$ cat config.mk
export PLATFORM = sky130hd
export DESIGN_NAME = popa_ctrl
export DESIGN_NICKNAME = d
export VERILOG_FILES = /design/src/rtl/popa_pkg.sv /design/src/rtl/popa_ctrl.sv
export SDC_FILE = /design/constraint.sdc
export NUM_CORES = 1
export LEC_CHECK = 0
export BUFFER_PORTS_ARGS = -buffer_cell sky130_fd_sc_hd__buf_2
export CORE_AREA = 3 3 40 42
export DETAILED_ROUTE_END_ITERATION = 7
export DIE_AREA = 0 0 43 45
export PLACE_DENSITY = 0.63
export SYNTH_ARGS = -nofsm -noshare
export SYNTH_HDL_FRONTEND = slang
export SYNTH_SLANG_ARGS = --single-unit
export TNS_END_PERCENT = 100
$ cat constraint.sdc
create_clock -name clk -period 1.57 [get_ports clk]
set_clock_uncertainty 0.2 [all_clocks]
set_input_delay 0.157 -clock clk [delete_from_list [all_inputs] [get_ports clk]]
set_output_delay 0.157 -clock clk [all_outputs]
set_load 0.02 [all_outputs]
$ cat src/rtl/popa_pkg.sv
// Shared types, constants and helper functions for the paged object pool allocator.
// Used by popa_ctrl, popa_dpath, the top level and the testbench; depends on nothing.
`timescale 1ns / 1ps
package popa_pkg;

  localparam int MAX_PAGES          = 16;
  localparam int MAX_SLOTS_PER_PAGE = 32;
  localparam int MAX_STRIDE         = 1024;
  localparam int SLOT_CAP           = MAX_PAGES * MAX_SLOTS_PER_PAGE;
  localparam int SLOT_W             = $clog2(SLOT_CAP);
  localparam int CNT_W              = $clog2(SLOT_CAP + 1);
  localparam int ADDR_W             = 19;
  localparam int NUM_W              = 32;
  localparam int PAGE_W             = 5;
  localparam int PPG_W              = 6;
  localparam int LIM_W              = 5;
  localparam int STRIDE_W           = 11;
  localparam int DIV_STEPS          = ADDR_W;
  localparam int DIV_CNT_W          = $clog2(DIV_STEPS + 1);
  localparam int CFG_AW             = 4;

  localparam logic [1:0] REG_PER_PAGE = 2'd0;
  localparam logic [1:0] REG_LIMIT    = 2'd1;
  localparam logic [1:0] REG_CHECK    = 2'd2;
  localparam logic [1:0] REG_STRIDE   = 2'd3;

  localparam logic KIND_ALLOC = 1'b0;
  localparam logic KIND_FREE  = 1'b1;

  typedef enum logic [1:0] {
    ERR_OK      = 2'd0,
    ERR_NO_PAGE = 2'd1,
    ERR_BOUND   = 2'd2,
    ERR_DOUBLE  = 2'd3
  } err_t;

  typedef enum logic [3:0] {
    OP_NONE,
    OP_CAPTURE,
    OP_PAGE_START,
    OP_PAGE_PUSH,
    OP_PAGE_END,
    OP_POP_COMMIT,
    OP_DIV_STEP,
    OP_FREE_COMMIT,
    OP_FREE_SKIP,
    OP_ERR_NO_PAGE,
    OP_ERR_BOUND,
    OP_ERR_DOUBLE
  } dp_op_t;

  typedef struct packed {
    logic                kind;
    logic [ADDR_W-1:0]   object_address;
  } req_t;

  typedef struct packed {
    logic [ADDR_W-1:0]   given_address;
    logic [NUM_W-1:0]    given_number;
    logic [1:0]          error_code;
    logic [CNT_W-1:0]    count_in_use;
    logic [CNT_W-1:0]    count_free;
    logic [PAGE_W-1:0]   count_pages;
    logic [CNT_W-1:0]    peak_in_use;
    logic [NUM_W-1:0]    total_allocations;
    logic [NUM_W-1:0]    total_frees;
  } result_t;

  typedef struct packed {
    logic [PPG_W-1:0]    objects_per_page;
    logic [LIM_W-1:0]    page_limit;
    logic                checking_on;
    logic [STRIDE_W-1:0] slot_stride;
  } cfg_t;

  typedef struct packed {
    logic stack_empty;
    logic limit_hit;
    logic fill_done;
    logic div_done;
    logic bad_align;
    logic out_of_range;
    logic checking;
    logic slot_busy;
  } status_t;

  function automatic logic [PPG_W-1:0] eff_per_page(input logic [PPG_W-1:0] v);
    if (v == '0) return PPG_W'(1);
    if (v > PPG_W'(MAX_SLOTS_PER_PAGE)) return PPG_W'(MAX_SLOTS_PER_PAGE);
    return v;
  endfunction

  function automatic logic [STRIDE_W-1:0] eff_stride(input logic [STRIDE_W-1:0] v);
    if (v == '0) return STRIDE_W'(1);
    if (v > STRIDE_W'(MAX_STRIDE)) return STRIDE_W'(MAX_STRIDE);
    return v;
  endfunction

  function automatic logic [LIM_W-1:0] eff_limit(input logic [LIM_W-1:0] v);
    if (v == '0 || v > LIM_W'(MAX_PAGES)) return LIM_W'(MAX_PAGES);
    return v;
  endfunction

endpackage

$ cat src/rtl/popa_ctrl.sv
// Controller state machine: sequences allocate, page fill, divide and free steps.
// Depends on popa_pkg; issues ops to popa_dpath and reads its status.
`timescale 1ns / 1ps
module popa_ctrl (
  input  logic              clk,
  input  logic              rst_n,
  input  logic              start,
  input  logic              req_kind,
  input  popa_pkg::status_t status,
  output popa_pkg::dp_op_t  op,
  output logic              busy,
  output logic              done
);
  import popa_pkg::*;

  typedef enum logic [2:0] {
    S_IDLE,
    S_ALLOC,
    S_FILL,
    S_AFTER_FILL,
    S_POP,
    S_DIV,
    S_FREE_DEC
  } state_t;

  state_t state_r, state_nxt;
  logic   done_r, done_nxt;

  always_comb begin
    state_nxt = state_r;
    op        = OP_NONE;
    done_nxt  = 1'b0;
    unique case (state_r)
      S_IDLE: begin
        if (start) begin
          op        = OP_CAPTURE;
          state_nxt = (req_kind == KIND_FREE) ? S_DIV : S_ALLOC;
        end
      end
      S_ALLOC: begin
        priority if (!status.stack_empty) begin
          state_nxt = S_POP;
        end else if (status.limit_hit) begin
          op        = OP_ERR_NO_PAGE;
          done_nxt  = 1'b1;
          state_nxt = S_IDLE;
        end else begin
          op        = OP_PAGE_START;
          state_nxt = S_FILL;
        end
      end
      S_FILL: begin
        if (status.fill_done) begin
          op        = OP_PAGE_END;
          state_nxt = S_AFTER_FILL;
        end else begin
          op = OP_PAGE_PUSH;
        end
      end
      S_AFTER_FILL: begin
        if (status.stack_empty) begin
          op        = OP_ERR_NO_PAGE;
          done_nxt  = 1'b1;
          state_nxt = S_IDLE;
        end else begin
          state_nxt = S_POP;
        end
      end
      S_POP: begin
        op        = OP_POP_COMMIT;
        done_nxt  = 1'b1;
        state_nxt = S_IDLE;
      end
      S_DIV: begin
        priority if (!status.div_done) begin
          op = OP_DIV_STEP;
        end else if (status.checking && (status.bad_align || status.out_of_range)) begin
          op        = OP_ERR_BOUND;
          done_nxt  = 1'b1;
          state_nxt = S_IDLE;
        end else if (status.out_of_range) begin
          op        = OP_FREE_SKIP;
          done_nxt  = 1'b1;
          state_nxt = S_IDLE;
        end else begin
          state_nxt = S_FREE_DEC;
        end
      end
      S_FREE_DEC: begin
        op        = (status.checking && !status.slot_busy) ? OP_ERR_DOUBLE : OP_FREE_COMMIT;
        done_nxt  = 1'b1;
        state_nxt = S_IDLE;
      end
      default: state_nxt = S_IDLE;
    endcase
  end

  always_ff @(posedge clk) begin
    if (!rst_n) begin
      state_r <= S_IDLE;
      done_r  <= 1'b0;
    end else begin
      state_r <= state_nxt;
      done_r  <= done_nxt;
    end
  end

  assign busy = state_r != S_IDLE;
  assign done = done_r;
endmodule

==> implementation parameters <==
Parameter                              Value

Run status
  Violations in the final reports    negative setup slack
  Outcome    complete, but fails checks

Critical path
  Cell-by-cell listing of the critical path    and3b_2 > a21o_4 > nor2_4 > a21oi_2 > buf_6
  Largest stage delay on the critical path    0.35 ns
  Crit path required time    1.21 ns
  Critical R2R Launch    state_r[0]
  CP Launch Point    state_r[0]
  Slowest stage cell on the critical path    sky130_fd_sc_hd__dfxtp_4
  Crit start category    flip-flop
  Worst Reg-to-Reg Cells    6
  Largest fanout on the critical path    6
  WS Path Type    reg2out
  Critical Path End Type    output pin
  Data arrival time of the critical path    1.30 ns
  Family with the most delay on the worst path    flip-flops
  Buffers and inverters on the worst path    1
  Total number of cells along the worst setup path    5

Synth
  Library cell occupying the most area in the post-synthesis netlist    sky130_fd_sc_hd__dfxtp_1
  Area of the mapped netlist    427 um2
  Synth Net Count    68
  Count of unique library cells instantiated by Yosys    29
  Mean post-synth cell area    7.62 um2
  Total of warnings raised by yosys    0
  Synthesized flop and latch total    4
  Register area share after synthesis    18.8%
  Post-Syn Instances    56
  Top cell type's share of synthesized area    18.8%
  Top cells by area, synth    sky130_fd_sc_hd__dfxtp_1 19%, sky130_fd_sc_hd__a21oi_1 7.0%, sky130_fd_sc_hd__nand2_1 6.2%, sky130_fd_sc_hd__buf_6 5.3%, sky130_fd_sc_hd__nor2_1 5.3%

Power
  Switching share of total power    34.6%
  Reg power frac    25.4%
  Net load switching power    160 uW
  Max IR drop VDD    0.252 mV
  Clock network fraction of total power    27.3%
  Leakage    0.000307 uW
  Pint    303 uW
  Combinational share of power    47.3%
  Cell area power density    683 nW/um2

Layout
  Number of nets in the finished design    99
  Final non-filler cell total    100
  Number of fill cells in the layout    120
  Share of final-layout standard cells stronger than drive strength 1    57.6%
  Synth-to-layout area growth    58.9%
  Fraction of the core area covered by cells at the end of the flow    52.8%
  Final std cell area, no fill    678 um2
  Ant. Diodes    0

Clock network
  Reg clk slew, reported paths    0.04 ns
  Clock latency on the worst-skew pair    0.23 ns
  Sink Count    4
  Maximum level of the CTS H-tree    1
  TritonCTS buffer count    3
  Clock root cell    sky130_fd_sc_hd__clkbuf_4
  TritonCTS clock tree    done
  Worst-case clock buffer depth    2

STA
  Max-Slew Margin vs Limit    77.0%
  Setup repair after global routing missed its margin    yes
  Final critical path time including I/O delays and setup    1.66 ns
  Number of setup violations in the final report    5
  Slew at the pin with the worst max-slew slack    0.342 ns
  Fmax    604 MHz
  Fin worst setup slack    -0.0851 ns
  Max-slew violation total from the final report    0
  Share of the cycle needed by the critical path after routing    105%
  Hold Fails Final Rpt    0
  TNS Setup    -0.227 ns

Placement
  Instance count after placement with tap cells included    89
  Number of port buffers    17
  Dpl hpwl    892 um
  Post-placement cell area    537 um2
  RePlAce Congestion    0.804

GRT
  Initial antenna violation count    0
  Wire length of the first global-routing pass    2260 um
  Global-route congestion overflow total    0
  Pin count of the biggest net entering global routing    11
  Vias in the first global route    529
  Aggregate global-route resource usage    15.7%

Die
  Total die area    1940 um2
  Area of the core    1280 um2
  Number of top-level pins    18
  Number of rows created at floorplan    13
  Starting Density    33.2%
  Die X    43 um
  Chip height    45 um

Flow run
  Max-cap violations    0

Hold path
  Worst hold path cell count    3
  Hold Crit Start    rst_n
  Hold Crit Class    in2reg

Drt
  DR iter-0 viols    17
  Detailed-router iteration count before antenna repair    4
  Wirelength, routed    1330 um
  DR DRC count    0
  Average wire per cell in the routed design    13.3 um
  Overall via count from detail_route    546
  Per-cell via count in the routed design    5.46
  Routed Antenna Nets    0
-- layout make-up --
cell class              instances  area [um2]  share of cell area, %
repair buffers                 30         210                   31.0
inverters                       4        15.0                   2.21
clock buffers                   3        22.5                   3.32
flip-flops and latches          4        85.1                   12.5
well taps                      15        18.8                   2.77
multi-input cells              44         327                   48.2
-- worst paths after layout --
check	endpoint	slack, ns
max reg2reg	done	0
min reg2reg	state_r[1]	0.44
max	op[1]	-0.09
min	state_r[0]	0.02
-- logic make-up after synthesis --
kind of cell / share of synthesized area, %
compound gates: 41.1
buf+inv: 13.8
flops: 18.8
simple gates: 26.4
-- registers in the layout, summed over array words and instances, names as in the netlist --
register,cells
state_r,3
done,1
-- per-layer routing --
layer	share of wire (%)	vias to the layer above	global-route usage, %	wire [um]
met2	52	28	26.3	685
met1	42	248	19.7	553
met3	6.8	0	2.39	91
li1	-	270	-	-
met5	0	-	0	0
met4	0	0	7.83	0
-- tightest hold or removal path, cell delays in order --
cell and delay, ns:
sky130_fd_sc_hd__buf_2 0.08, sky130_fd_sc_hd__inv_1 0.07, sky130_fd_sc_hd__nor2_1 0.10
-- metrics by stage --
step / setup slack [ns] / hold WS (ns) / power (uW)
3_3_place_gp: 0.0618 / 0.253 / 290
2_1_floorplan: -0.00317 / 0.137 / 238
6_report: -0.0851 / 0.0168 / 463
4_1_cts: -0.0913 / 0.0192 / 457
5_1_grt: -0.132 / 0.0340 / 502
3_5_place_dp: 0.0829 / 0.262 / 290
-- Yosys cell counts (all sizes together) --
cell	number
a21oi	6
o32ai	2
a2111oi	1
a22o	1
o31ai	1
nor3	1
a221oi	1
nand2b	1
a21o	3
and3b	1
buf	3
nor2	6
a2bb2oi	1
or2	1
o21ai	5
nor4b	2
o32a	1
a41oi	1
or3	1
inv	4
nor3b	1
dfxtp	4
nand2	7
clkbuf	1
-- power by group through the flow --
stage	clock network, uW	logic (uW)	registers, uW
finish	126	219	118
global route	143	240	119
CTS	134	205	118
detailed placement	0	172	118
global placement	0	171	118
floorplan	0	119	119
-- cells in the final DEF, fill, tap and decap left out, types with 2 or more instances in the layout --
cell type,count
sky130_fd_sc_hd__o21ai_1,2
sky130_fd_sc_hd__nor2_1,4
sky130_fd_sc_hd__a21oi_2,3
sky130_fd_sc_hd__buf_4,13
sky130_fd_sc_hd__nand2_1,7
sky130_fd_sc_hd__buf_6,2
sky130_fd_sc_hd__o21ai_0,2
sky130_fd_sc_hd__clkbuf_4,3
sky130_fd_sc_hd__dfxtp_1,2
sky130_fd_sc_hd__a21oi_1,3
sky130_fd_sc_hd__o32ai_1,2
sky130_fd_sc_hd__buf_2,14
sky130_fd_sc_hd__inv_1,3
-- timing repair --
action / CTS / global route
pin swaps: 8 / 3
hold endpoints to repair: 0 / 0
endpoints found under the setup margin: 4 / 6
gates resized for setup: 13 / 7
setup buffers: 8 / 0
hold buffers: 0 / 0
Note: power is estimated with default switching activity, not from simulation.
